--- src/rtl/core/awrt_pkg.sv ---
// Package for the ack window retransmit tracker: widths, codes and defaults.
// No dependencies.
package awrt_pkg;
    localparam int WindowDepth = 16;
    localparam int SeqRange = 256;
    localparam int MaxRetx = 16;
    localparam logic [15:0] TimeoutReset = 16'd40;

    typedef enum logic [1:0] {
        FUNC_SEND = 2'd0,
        FUNC_ACK = 2'd1,
        FUNC_TICK = 2'd2,
        FUNC_CHECK = 2'd3
    } func_t;

    typedef enum logic [2:0] {
        KIND_SENT = 3'd0,
        KIND_FULL = 3'd1,
        KIND_ACKED = 3'd2,
        KIND_UNKNOWN = 3'd3,
        KIND_RETX = 3'd4,
        KIND_DONE = 3'd5,
        KIND_TICK = 3'd6
    } kind_t;

    localparam logic [0:0] RegTimeout = 1'b0;

    // one stored entry as it moves along the chain
    typedef struct packed {
        logic        acked;
        logic        timed_out;
        logic [7:0]  seq;
        logic [7:0]  tag;
        logic [31:0] start;
    } entry_t;
endpackage

--- src/rtl/core/awrt_if.sv ---
// Valid/ready channel interfaces for the tracker.
// Depends on nothing.
interface awrt_in_if;
    logic       valid;
    logic       ready;
    logic [1:0] func;
    logic [7:0] seq_in;
    logic [7:0] frame_tag;
    modport source (output valid, func, seq_in, frame_tag, input ready);
    modport sink (input valid, func, seq_in, frame_tag, output ready);
endinterface

interface awrt_out_if #(parameter int CntW = 5);
    logic            valid;
    logic            ready;
    logic [2:0]      kind;
    logic [7:0]      seq_out;
    logic [7:0]      tag_out;
    logic [CntW-1:0] pending;
    logic            last;
    modport source (output valid, kind, seq_out, tag_out, pending, last, input ready);
    modport sink (input valid, kind, seq_out, tag_out, pending, last, output ready);
endinterface

--- src/rtl/core/ack_window_retransmit_tracker_unit.sv ---
// Top level of the ack window retransmit tracker: control, cell chain, APB.
// Depends on awrt_pkg, awrt_if and awrt_cell.
//
//  channel | dir | beat contents
//  in      | in  | func, seq_in, frame_tag
//  out     | out | kind, seq_out, tag_out, pending, last
//  apb     | in  | timeout_ticks at byte address 0
//
// Send and tick are accepted in ST_IDLE and the result beat is valid in the
// cycle after. Ack and check walk one rotation of the cell ring in ST_WALK,
// then load the final beat in ST_DONE. Retransmit beats leave during the
// rotation. A head ack that pops k entries turns the ring on by k more steps
// in ST_EMIT, so slot 0 holds the new head again.
// Reset clears the valid-related flags, count, sequence and clock; no sweep.
// A stalled output holds the beat, and the ring only while a retransmit waits.
module ack_window_retransmit_tracker_unit #(
    parameter int WINDOW_DEPTH = awrt_pkg::WindowDepth,
    parameter int SEQ_RANGE = awrt_pkg::SeqRange
) (
    input  logic        clk,
    input  logic        rst_n,
    awrt_in_if.sink     in_ch,
    awrt_out_if.source  out_ch,
    input  logic        psel,
    input  logic        penable,
    input  logic        pwrite,
    input  logic [1:0]  paddr,
    input  logic [31:0] pwdata,
    output logic [31:0] prdata,
    output logic        pready
);
    localparam int CntW = $clog2(WINDOW_DEPTH + 1);
    localparam int PosW = $clog2(WINDOW_DEPTH);

    typedef enum logic [3:0] {
        ST_IDLE = 4'b0001,
        ST_WALK = 4'b0010,
        ST_EMIT = 4'b0100,
        ST_DONE = 4'b1000
    } state_t;

    state_t state_reg;
    logic [15:0] timeout_reg;
    logic [CntW-1:0] count_reg;
    logic [7:0] nseq_reg;
    logic [31:0] clock_reg;
    logic [PosW:0] pos_reg;          // rotation steps done
    logic [1:0] func_reg;
    logic [7:0] key_reg;
    logic found_reg, stop_reg, head_hit_reg, popping_reg;
    logic [7:0] ftag_reg;
    logic [CntW-1:0] nretx_reg, pop_reg;

    logic out_valid_reg, out_last_reg;
    logic [2:0] out_kind_reg;
    logic [7:0] out_seq_reg, out_tag_reg;
    logic [CntW-1:0] out_pend_reg;

    awrt_pkg::entry_t cq [WINDOW_DEPTH];
    awrt_pkg::entry_t head_mod;
    logic shift, out_free, in_win, age_old, emit_retx, out_load;
    logic [31:0] age;

    assign pready = 1'b1;
    assign prdata = {16'd0, timeout_reg};
    assign out_free = !out_valid_reg || out_ch.ready;
    assign in_ch.ready = (state_reg == ST_IDLE) && out_free;

    // cell 0 is the head slot; the window position of the entry in cell 0 is pos_reg
    assign in_win = (32'(pos_reg) < 32'(count_reg));
    assign age = clock_reg - cq[0].start;
    assign age_old = age > {16'd0, timeout_reg};
    assign emit_retx = (func_reg == awrt_pkg::FUNC_CHECK) && in_win && !stop_reg
        && !cq[0].acked && (cq[0].timed_out || age_old)
        && (32'(nretx_reg) < awrt_pkg::MaxRetx);

    // a new beat enters the output register this cycle
    assign out_load = ((state_reg == ST_IDLE) && in_ch.valid && in_ch.ready
            && (in_ch.func == awrt_pkg::FUNC_SEND || in_ch.func == awrt_pkg::FUNC_TICK))
        || ((state_reg == ST_WALK) && emit_retx && out_free)
        || ((state_reg == ST_DONE) && out_free);

    always_comb
    begin
        head_mod = cq[0];
        if (func_reg == awrt_pkg::FUNC_ACK && in_win && !found_reg
            && cq[0].seq == key_reg)
            head_mod.acked = 1'b1;
        if (emit_retx)
            head_mod.timed_out = 1'b1;
        // drop the ack flag of entries popped after the head
        if (popping_reg && in_win && cq[0].acked)
            head_mod.acked = 1'b0;
    end

    assign shift = ((state_reg == ST_WALK) && (!emit_retx || out_free))
        || ((state_reg == ST_EMIT) && (pop_reg != '0));

    genvar g;
    generate
        for (g = 0; g < WINDOW_DEPTH; g++)
        begin : g_cell
            awrt_pkg::entry_t ld;
            logic lo;
            always_comb
            begin
                ld.acked = 1'b0;
                ld.timed_out = 1'b0;
                ld.seq = nseq_reg;
                ld.tag = in_ch.frame_tag;
                ld.start = clock_reg;
                lo = in_ch.valid && in_ch.ready && in_ch.func == awrt_pkg::FUNC_SEND
                    && count_reg < CntW'(WINDOW_DEPTH)
                    && count_reg[PosW-1:0] == PosW'(g);
            end
            awrt_cell u_cell (
                .clk(clk), .rst_n(rst_n), .shift(shift), .load(lo),
                .load_entry(ld),
                .from_next(g == WINDOW_DEPTH - 1 ? head_mod : cq[(g + 1) % WINDOW_DEPTH]),
                .q(cq[g])
            );
        end
    endgenerate

    always_ff @(posedge clk or negedge rst_n)
    begin
        if (!rst_n)
            timeout_reg <= awrt_pkg::TimeoutReset;
        else if (psel && penable && pwrite && paddr[1:0] == {awrt_pkg::RegTimeout, 1'b0})
            timeout_reg <= pwdata[15:0];
    end

    // hold the beat until taken, drop it once taken unless a new one loads
    always_ff @(posedge clk or negedge rst_n)
    begin
        if (!rst_n)
            out_valid_reg <= 1'b0;
        else if (out_load)
            out_valid_reg <= 1'b1;
        else if (out_ch.ready)
            out_valid_reg <= 1'b0;
    end

    always_ff @(posedge clk or negedge rst_n)
    begin
        if (!rst_n)
        begin
            state_reg <= ST_IDLE;
            count_reg <= '0;
            nseq_reg <= '0;
            clock_reg <= '0;
            pos_reg <= '0;
            func_reg <= awrt_pkg::FUNC_SEND;
            key_reg <= 8'd0;
            ftag_reg <= 8'd0;
            found_reg <= 1'b0;
            stop_reg <= 1'b0;
            head_hit_reg <= 1'b0;
            popping_reg <= 1'b0;
            nretx_reg <= '0;
            pop_reg <= '0;
            out_kind_reg <= awrt_pkg::KIND_SENT;
            out_seq_reg <= 8'd0;
            out_tag_reg <= 8'd0;
            out_pend_reg <= '0;
            out_last_reg <= 1'b0;
        end
        else
        begin
            unique case (state_reg)
                ST_IDLE:
                begin
                    if (in_ch.valid && in_ch.ready)
                    begin
                        func_reg <= in_ch.func;
                        key_reg <= in_ch.seq_in;
                        pos_reg <= '0;
                        found_reg <= 1'b0;
                        stop_reg <= 1'b0;
                        head_hit_reg <= 1'b0;
                        popping_reg <= 1'b0;
                        nretx_reg <= '0;
                        pop_reg <= '0;
                        out_tag_reg <= 8'd0;
                        out_seq_reg <= 8'd0;
                        out_last_reg <= 1'b1;
                        out_pend_reg <= count_reg;
                        case (in_ch.func)
                            awrt_pkg::FUNC_SEND:
                            begin
                                out_seq_reg <= nseq_reg;
                                out_tag_reg <= in_ch.frame_tag;
                                if (count_reg < CntW'(WINDOW_DEPTH))
                                begin
                                    out_kind_reg <= awrt_pkg::KIND_SENT;
                                    count_reg <= count_reg + 1'b1;
                                    out_pend_reg <= count_reg + 1'b1;
                                    nseq_reg <= (32'(nseq_reg) == SEQ_RANGE - 1)
                                        ? 8'd0 : nseq_reg + 8'd1;
                                end
                                else
                                    out_kind_reg <= awrt_pkg::KIND_FULL;
                            end
                            awrt_pkg::FUNC_TICK:
                            begin
                                out_kind_reg <= awrt_pkg::KIND_TICK;
                                clock_reg <= clock_reg + 32'd1;
                            end
                            default:
                                state_reg <= ST_WALK;
                        endcase
                    end
                end
                ST_WALK:
                begin
                    if (emit_retx && out_free)
                    begin
                        out_kind_reg <= awrt_pkg::KIND_RETX;
                        out_seq_reg <= cq[0].seq;
                        out_tag_reg <= cq[0].tag;
                        out_pend_reg <= count_reg;
                        out_last_reg <= 1'b0;
                        nretx_reg <= nretx_reg + 1'b1;
                    end
                    if (shift)
                    begin
                        pos_reg <= pos_reg + 1'b1;
                        if (func_reg == awrt_pkg::FUNC_ACK && in_win && !found_reg
                            && cq[0].seq == key_reg)
                        begin
                            found_reg <= 1'b1;
                            ftag_reg <= cq[0].tag;
                            if (pos_reg == '0)
                            begin
                                head_hit_reg <= 1'b1;
                                popping_reg <= 1'b1;
                                pop_reg <= CntW'(1);
                            end
                        end
                        else if (popping_reg)
                        begin
                            if (in_win && cq[0].acked)
                                pop_reg <= pop_reg + 1'b1;
                            else
                                popping_reg <= 1'b0;
                        end
                        if (func_reg == awrt_pkg::FUNC_CHECK && in_win && !cq[0].acked
                            && !emit_retx)
                            stop_reg <= 1'b1;
                        if (32'(pos_reg) == WINDOW_DEPTH - 1)
                            state_reg <= head_hit_reg || (pos_reg == '0
                                && func_reg == awrt_pkg::FUNC_ACK && in_win
                                && cq[0].seq == key_reg) ? ST_EMIT : ST_DONE;
                    end
                end
                ST_EMIT:
                begin
                    // ring must rotate further to realign after popping
                    if (pop_reg != '0)
                    begin
                        count_reg <= count_reg - 1'b1;
                        pop_reg <= pop_reg - 1'b1;
                    end
                    else
                        state_reg <= ST_DONE;
                end
                default:
                begin
                    if (out_free)
                    begin
                        out_last_reg <= 1'b1;
                        out_pend_reg <= count_reg;
                        if (func_reg == awrt_pkg::FUNC_CHECK)
                        begin
                            out_kind_reg <= awrt_pkg::KIND_DONE;
                            out_seq_reg <= 8'd0;
                            out_tag_reg <= 8'd0;
                        end
                        else
                        begin
                            out_kind_reg <= found_reg ? awrt_pkg::KIND_ACKED
                                : awrt_pkg::KIND_UNKNOWN;
                            out_seq_reg <= key_reg;
                            out_tag_reg <= found_reg ? ftag_reg : 8'd0;
                        end
                        state_reg <= ST_IDLE;
                    end
                end
            endcase
        end
    end

    assign out_ch.valid = out_valid_reg;
    assign out_ch.kind = out_kind_reg;
    assign out_ch.seq_out = out_seq_reg;
    assign out_ch.tag_out = out_tag_reg;
    assign out_ch.pending = out_pend_reg;
    assign out_ch.last = out_last_reg;
endmodule

--- src/rtl/core/awrt_cell.sv ---
// One window slot of the rotating chain; passes its entry to the previous cell.
// Depends on awrt_pkg.
module awrt_cell (
    input  logic             clk,
    input  logic             rst_n,
    input  logic             shift,
    input  logic             load,
    input  awrt_pkg::entry_t load_entry,
    input  awrt_pkg::entry_t from_next,
    output awrt_pkg::entry_t q
);
    awrt_pkg::entry_t ent_reg;
    logic acked_reg, tmo_reg;

    always_ff @(posedge clk)
    begin
        if (load)
            ent_reg <= load_entry;
        else if (shift)
            ent_reg <= from_next;
    end

    always_ff @(posedge clk or negedge rst_n)
    begin
        if (!rst_n)
        begin
            acked_reg <= 1'b0;
            tmo_reg <= 1'b0;
        end
        else if (load)
        begin
            acked_reg <= load_entry.acked;
            tmo_reg <= load_entry.timed_out;
        end
        else if (shift)
        begin
            acked_reg <= from_next.acked;
            tmo_reg <= from_next.timed_out;
        end
    end

    always_comb
    begin
        q = ent_reg;
        q.acked = acked_reg;
        q.timed_out = tmo_reg;
    end
endmodule

--- src/flat_wrapper.sv ---
// flat-port wrapper written by rule: the top's interface ports become plain ports
module ack_window_retransmit_tracker_unit_flat 
#(
    parameter int WINDOW_DEPTH = awrt_pkg::WindowDepth,
    parameter int SEQ_RANGE = awrt_pkg::SeqRange
)
  (clk, rst_n, psel, penable, pwrite, paddr, pwdata, prdata, pready, in_ch_valid, in_ch_func, in_ch_seq_in, in_ch_frame_tag, in_ch_ready, out_ch_valid, out_ch_kind, out_ch_seq_out, out_ch_tag_out, out_ch_pending, out_ch_last, out_ch_ready);
  awrt_in_if in_ch_i ();
  awrt_out_if out_ch_i ();
  input  logic clk;
  input  logic rst_n;
  input  logic psel;
  input  logic penable;
  input  logic pwrite;
  input  logic [1:0] paddr;
  input  logic [31:0] pwdata;
  output logic [31:0] prdata;
  output logic pready;
  input wire logic [$bits(in_ch_i.valid)-1:0] in_ch_valid;
  input wire logic [$bits(in_ch_i.func)-1:0] in_ch_func;
  input wire logic [$bits(in_ch_i.seq_in)-1:0] in_ch_seq_in;
  input wire logic [$bits(in_ch_i.frame_tag)-1:0] in_ch_frame_tag;
  output wire logic [$bits(in_ch_i.ready)-1:0] in_ch_ready;
  output wire logic [$bits(out_ch_i.valid)-1:0] out_ch_valid;
  output wire logic [$bits(out_ch_i.kind)-1:0] out_ch_kind;
  output wire logic [$bits(out_ch_i.seq_out)-1:0] out_ch_seq_out;
  output wire logic [$bits(out_ch_i.tag_out)-1:0] out_ch_tag_out;
  output wire logic [$bits(out_ch_i.pending)-1:0] out_ch_pending;
  output wire logic [$bits(out_ch_i.last)-1:0] out_ch_last;
  input wire logic [$bits(out_ch_i.ready)-1:0] out_ch_ready;
  assign in_ch_i.valid = in_ch_valid;
  assign in_ch_i.func = in_ch_func;
  assign in_ch_i.seq_in = in_ch_seq_in;
  assign in_ch_i.frame_tag = in_ch_frame_tag;
  assign in_ch_ready = in_ch_i.ready;
  assign out_ch_valid = out_ch_i.valid;
  assign out_ch_kind = out_ch_i.kind;
  assign out_ch_seq_out = out_ch_i.seq_out;
  assign out_ch_tag_out = out_ch_i.tag_out;
  assign out_ch_pending = out_ch_i.pending;
  assign out_ch_last = out_ch_i.last;
  assign out_ch_i.ready = out_ch_ready;
  ack_window_retransmit_tracker_unit #(.WINDOW_DEPTH(WINDOW_DEPTH), .SEQ_RANGE(SEQ_RANGE)) u_core (.clk(clk), .rst_n(rst_n), .in_ch(in_ch_i), .out_ch(out_ch_i), .psel(psel), .penable(penable), .pwrite(pwrite), .paddr(paddr), .pwdata(pwdata), .prdata(prdata), .pready(pready));
endmodule
--- config.mk ---
export PLATFORM = sky130hd
export DESIGN_NAME = ack_window_retransmit_tracker_unit_flat
export DESIGN_NICKNAME = d
export VERILOG_FILES = /design/src/rtl/core/awrt_pkg.sv /design/src/rtl/core/awrt_if.sv /design/src/rtl/core/ack_window_retransmit_tracker_unit.sv /design/src/rtl/core/awrt_cell.sv /design/src/flat_wrapper.sv
export SDC_FILE = /design/constraint.sdc
export NUM_CORES = 1
export LEC_CHECK = 0
export BUFFER_PORTS_ARGS = -buffer_cell sky130_fd_sc_hd__buf_2
export CORE_UTILIZATION = 55
export DETAILED_ROUTE_END_ITERATION = 8
export PLACE_DENSITY_LB_ADDON = 0.12
export SLEW_MARGIN = 25
export SYNTH_ARGS = -nofsm -noshare
export SYNTH_HDL_FRONTEND = slang
export SYNTH_SLANG_ARGS = --single-unit
export TNS_END_PERCENT = 50
--- constraint.sdc ---
create_clock -name clk -period 12.2 [get_ports clk]
set_clock_uncertainty 0.2 [all_clocks]
set_input_delay 0.61 -clock clk [delete_from_list [all_inputs] [get_ports clk]]
set_output_delay 0.61 -clock clk [all_outputs]
set_load 0.1 [all_outputs]
==> reports/metrics.csv, run 1 <==
stage,metric,value,unit
clocking,cts_tree,built,
worst_hold_path,min_from,in_ch_func[1],
worst_setup_path,critPathKind,reg2reg,
floorplanning,rows,101,
floorplanning,io_pins,119,
route,viasPerCell,6.03,
synthesis,ys_async_sr_fraction,0.172,
synthesis,synth_top_cell_by_area,edfxtp_1,
timing,fin_ws,4.64,ns
synthesis,synth_edf_count,768,
timing,fin_crit,7.56,ns
clocking,clock_latency,0.67,ns
timing,fmax,0.132,GHz
synthesis,ys_top_cells_by_area,"edfxtp_1, mux2_2, dfrtp_1",
clocking,cts_sinks,928,
synthesis,post-synth-top-count-cell,edfxtp_1,
floorplanning,coreArea,76500,um^2
synthesis,synth_seq_cells,928,
placement,place.gp.congestion,0.945,
synthesis,synth.cells.most_frequent,"edfxtp_1, mux2_2, nand2_1",
clocking,post_cts_buffers,0,
placement,dp_cells,3962,
global_route,overflow,0,
global_route,grt_usage,0.264,
placement,post-place-ws,4.58,ns
worst_setup_path,cp-start-kind,register,
synthesis,seq_area_frac_synth,0.633,
synthesis,yosysTopAreaCellShare,0.539,
floorplanning,start_util,0.559,
synthesis,yosys_most_used_dff,edfxtp_1,
route,wl,102,mm
synthesis,netlist_area,42800,um^2
final_layout,layout-drive-gt1-share,0.332,
final_layout,fin_cells,4170,
synthesis,yosysWarningCount,0,
floorplanning,fp.dieH,281,um
worst_setup_path,reg2reg_from,u_core.clock_reg[0],
run_status,status,completed,
flow_run,maxCapViolCount,0,
final_layout,largest_register_ffs,768,
final_layout,antenna_cells,0,
global_route,grt_pass1_vias,25300,
clocking,cts_resized,0,
placement,numPortBuffers,85,
clocking,clockBufferDepth,3,
placement,place_area,44200,um^2
timing,max-slew-margin-rel,0.280,
pwr,peakVddDrop,0.000106,V
worst_setup_path,arrival,7.65,ns
timing,setup_tns,0,ns
placement,hpwl,57.4,mm
timing,finalCritPeriodShare,0.620,
timing,slew_viol_final,0,
worst_setup_path,end_kind,register,
global_route,grt_max_degree,97,
route,drc,0,
floorplanning,die_area,78900,um^2
clocking,cts_inserted_buffers,96,
route,vias,25100,
clocking,clock-root-buffer,clkbuf_16,
synthesis,synthCells,3021,
global_route,grt_antenna_before_repair,0,
floorplanning,die_x,281,um
worst_setup_path,cp_max_fo,31,
timing,tightest_slew,1.08,ns
final_layout,syn_to_final_growth,11.9,%
route,avgRoutedWirePerCell,24.5,um
worst_setup_path,crit_start,u_core.clock_reg[0],
timing,setup_viol,0,
route,drtIter0Drc,2311,
worst_setup_path,required,12.29,ns
worst_hold_path,hold_class,in2reg,
pwr,p_per_area,174,nW/um^2
route,ant_nets,0,
clocking,htreeDepth,3,
pwr,power.leakage,0.0163,uW
final_layout,design_area,47900,um^2
timing,rsz0062_at_grt,no,
timing,whs,0.0480,ns
timing,hold_violations,0,
clocking,clkTransAtPathRegs,0.07,ns
synthesis,avgSynthCellArea,14.2,um^2
final_layout,fillerInstances,5702,
global_route,grt_pass1_wl,157,mm
synthesis,ys_types,86,
route,first_pass_iters,8,
clocking,cts_hold_buffers,25,
final_layout,finalNetCount,3183,
layout make-up:
cell class	count	area (um^2)	share of cell area
Clock inverter	65	772	0.0161
Timing Repair Buffer	152	1080	0.0227
Clock buffer	115	2520	0.0528
Inverter	91	342	0.00714
Multi-Input combinational cell	1789	14800	0.309
Sequential cell	928	27100	0.566
Tap cell	1030	1290	0.0269
per-stage QoR:
stage | utilization | power (uW)
after floorplan | - | 4970
after global routing | 0.626 | 8640
after global placement | 0.578 | 5290
final | 0.626 | 8350
after CTS | 0.625 | 8390
after detailed placement | 0.579 | 5330
placed cells by master (no fill, tap or decap), types with 15 or more instances in the layout:
cell,Yosys,layout
nand3_1,32,32
edfxtp_1,768,768
mux2_2,704,704
clkinv_2,0,21
and3_1,18,18
conb_1,2,17
nand2_1,320,305
inv_1,86,86
o21ai_0,159,143
mux2i_1,27,27
nor2_1,74,73
ha_1,65,65
buf_2,15,84
dfrtp_1,157,157
nand4_1,29,29
a21oi_1,65,65
a222oi_1,16,16
xnor2_1,58,58
buf_4,17,37
clkbuf_1,182,15
o21ai_4,1,17
dlygate4sd3_1,0,25
clkinv_1,4,22
clkbuf_16,0,97
final timing paths:
path	end	slack (ns)	cells past startpoint
min in group asynchronous	u_core.clock_reg[22]	0.25	2
worst max-delay path	u_core.g_cell[9].u_cell.q[15]	4.64	22
worst max register to register	u_core.g_cell[9].u_cell.q[15]	4.64	22
max in group asynchronous	u_core.out_ch.tag_out[1]	9.94	4
worst min-delay path	u_core.func_reg[1]	0.05	3
worst min register to register	u_core.g_cell[10].u_cell.tmo_reg	0.28	2
cells by family after synthesis:
family / after synthesis / synth area share
compound gates: 354 / 0.0521
xor+xnor: 67 / 0.0137
fa+ha+maj: 66 / 0.0195
buf+inv: 319 / 0.0304
flops: 928 / 0.633
mux: 741 / 0.194
other cells: 2 / 0.000176
simple gates: 544 / 0.0568
critical path, stage by stage (launching register included):
cell and delay [ns]:
dfrtp_1 0.37, clkinv_1 0.43, ha_1 0.42, fa_1 0.47
and2b_1 0.23, or2_2 0.13, a221oi_2 0.09, nor2b_1 0.20
a21oi_1 0.13, o21ai_0 0.23, xor2_1 0.24, ha_1 0.29
nand4_1 0.14, nor3_1 0.09, a21boi_0 0.13, o31a_1 0.35
nor4_1 0.39, nand4_1 0.23, nor4_2 0.53, a31oi_4 0.14
buf_4 0.32, o21ai_4 0.76, buf_4 0.66
where the power goes:
group          switching (uW)  internal (uW)
clock network            1280           1790
logic                    1020            382
registers                 118           3760
total                    2420           5930
layer usage:
metal	GRT usage	share of wire	up-vias
met5	0	0	-
met4	0.0726	0.024	0
met3	0.0305	0.053	179
met2	0.426	0.48	804
met1	0.379	0.45	12900
li1	-	-	11300
Note: power is estimated with default switching activity, not from simulation.
==> inputs of run 2 (changes only) <==
clock period = 7 ns   (was 12.2 ns; I/O delays follow)
==> run 2 against run 1 <==
Fmax up 20%. Total power up 71%. Global-route usage is 0.90 points higher. Worst hold slack lost 0.016 ns. Count of clock-buffer cells in the layout rose by 17. Combinational power rose by 79%. Register-to-register slack got worse by 3.9 ns. Die area unchanged. Critical path depth fell by 1. First-iteration DRC count up 4.7%. Final cell count increased by 0.29%. Clock power up 64%. Critical endpoint is now u_core.out_ch.pending[1]. Highest routed layer unchanged.
==> reports/metrics.csv, run 2 (synthesis gave the netlist of run 1 again) <==
stage,metric,value,unit
run_status,status,completed,
clocking,cts_resized,0,
floorplanning,die_area,78900,um^2
timing,max-slew-margin-rel,0.301,
floorplanning,fp.dieH,281,um
global_route,grt_max_degree,85,
final_layout,final_cell_mix,"edfxtp_1, mux2_2, nand2_1",
clocking,cts_hold_buffers,28,
global_route,grt_usage,0.273,
placement,place_area,44600,um^2
global_route,overflow,0,
pwr,p_per_area,298,nW/um^2
floorplanning,rows,101,
clocking,clock_latency,0.65,ns
worst_hold_path,hold_class,in2reg,
route,vias,25400,
final_layout,finalNetCount,3203,
route,avgRoutedWirePerCell,25.2,um
global_route,grt_pass1_vias,25200,
route,drtIter0Drc,2420,
clocking,cts_inserted_buffers,95,
route,first_pass_iters,9,
timing,tightest_slew,1.05,ns
final_layout,design_area,48000,um^2
clocking,clkTransAtPathRegs,0.06,ns
clocking,clock-root-buffer,clkbuf_16,
timing,fmax,0.159,GHz
worst_setup_path,cp_max_fo,22,
timing,slew_viol_final,0,
final_layout,syn_to_final_growth,12.2,%
timing,rsz0062_at_grt,no,
clocking,cts_sinks,928,
final_layout,layout-drive-gt1-share,0.333,
worst_setup_path,end_kind,register,
floorplanning,coreArea,76500,um^2
worst_setup_path,arrival,6.61,ns
worst_setup_path,cp-start-kind,register,
placement,place.gp.congestion,0.899,
worst_setup_path,required,7.31,ns
clocking,htreeDepth,3,
timing,finalCritPeriodShare,0.899,
worst_setup_path,critPathKind,reg2reg,
floorplanning,die_x,281,um
floorplanning,start_util,0.559,
floorplanning,io_pins,119,
global_route,grt_pass1_wl,161,mm
final_layout,final_core_util,0.627,
global_route,grt_antenna_before_repair,1,
timing,setup_viol,0,
timing,hold_violations,0,
route,wl,105,mm
route,viasPerCell,6.06,
route,ant_nets,0,
final_layout,largest_register_ffs,768,
clocking,clockBufferDepth,3,
final_layout,final_common_cell,edfxtp_1,
placement,hpwl,63.8,mm
clocking,post_cts_buffers,0,
pwr,power.leakage,0.0163,uW
route,drc,0,
timing,whs,0.0316,ns
timing,fin_crit,6.29,ns
flow_run,maxCapViolCount,0,
placement,numPortBuffers,85,
clocking,cts_tree,built,
pwr,peakVddDrop,0.000203,V
==> run 2: cell count changes in the layout (fill, tap and decap cells not counted), sizes merged <==
cell | before | now
clkinv | 47 | 28
dlygate4sd3 | 25 | 28
bufinv | 14 | 7
clkinvlp | 3 | 1
buf | 127 | 144
diode | 0 | 2
clkbuf | 115 | 133
==> run 2: layout make-up <==
type	count	area (um^2)
inverters	91	342
clock inverters	37	388
diodes	2	5.00
flip-flops and latches	928	27100
multi-input cells	1789	14800
repair buffers	173	1420
well taps	1030	1290
clock buffers	132	2660
fillers	5585	28500
==> run 2: routing by layer <==
layer  up-vias  GRT usage  wire length [um]
li1      11300          -                 -
met1     13000      0.415             49100
met2       864      0.413             47500
met3       150     0.0385              6550
met4         0     0.0671              2340
met5         -          0                 0
==> run 2: metrics by stage <==
step / setup TNS [ns] / power, uW / std cells / worst slack, ns
global placement: 0 / 9300 / 3983 / 0.851
global route: 0 / 14800 / 4180 / 0.201
floorplan: -261.62 / 8630 / 3036 / -0.421
finish: 0 / 14300 / 4182 / 0.709
CTS: 0 / 14400 / 4180 / 0.714
detailed placement: 0 / 9340 / 3983 / 0.759
==> run 2: power breakdown <==
| part | leakage [uW] | switching (uW) | internal [uW] |
|---|---|---|---|
| logic | 0.00685 | 1800 | 727 |
| registers | 0.00796 | 197 | 6540 |
| clock network | 0.00149 | 2110 | 2910 |
==> run 2: worst paths after layout <==
path	to	depth (start not counted)	startpoint	slack (ns)
max	u_core.out_ch.pending[1]	21	u_core.clock_reg[1]	0.71
min	u_core.g_cell[15].u_cell.q[32]	3	in_ch_frame_tag[0]	0.03
max reg2reg	u_core.out_ch.pending[1]	21	u_core.clock_reg[1]	0.71
min reg2reg	u_core.g_cell[8].u_cell.acked_reg	2	u_core.g_cell[9].u_cell.acked_reg	0.28
max in group asynchronous	u_core.nseq_reg[1]	3	rst_n	5.19
min in group asynchronous	u_core.clock_reg[23]	2	rst_n	0.14
==> run 2: critical path, cell delays in order, from the launching register on <==
cell and delay (ns):
dfrtp_1 0.41, clkinv_1 0.28, fa_1 0.28, and2b_1 0.19
or2_2 0.29, a221oi_2 0.36, nor2b_1 0.11, a21oi_1 0.28
o21ai_0 0.17, xor2_1 0.16, ha_1 0.30, nand4_1 0.14
nor3_1 0.31, nand4_1 0.15, o31a_1 0.18, nor4_1 0.46
nand3_1 0.15, nor4b_2 0.32, nand4_2 0.32, o21a_1 0.33
o21ai_4 0.34, mux2_1 0.39
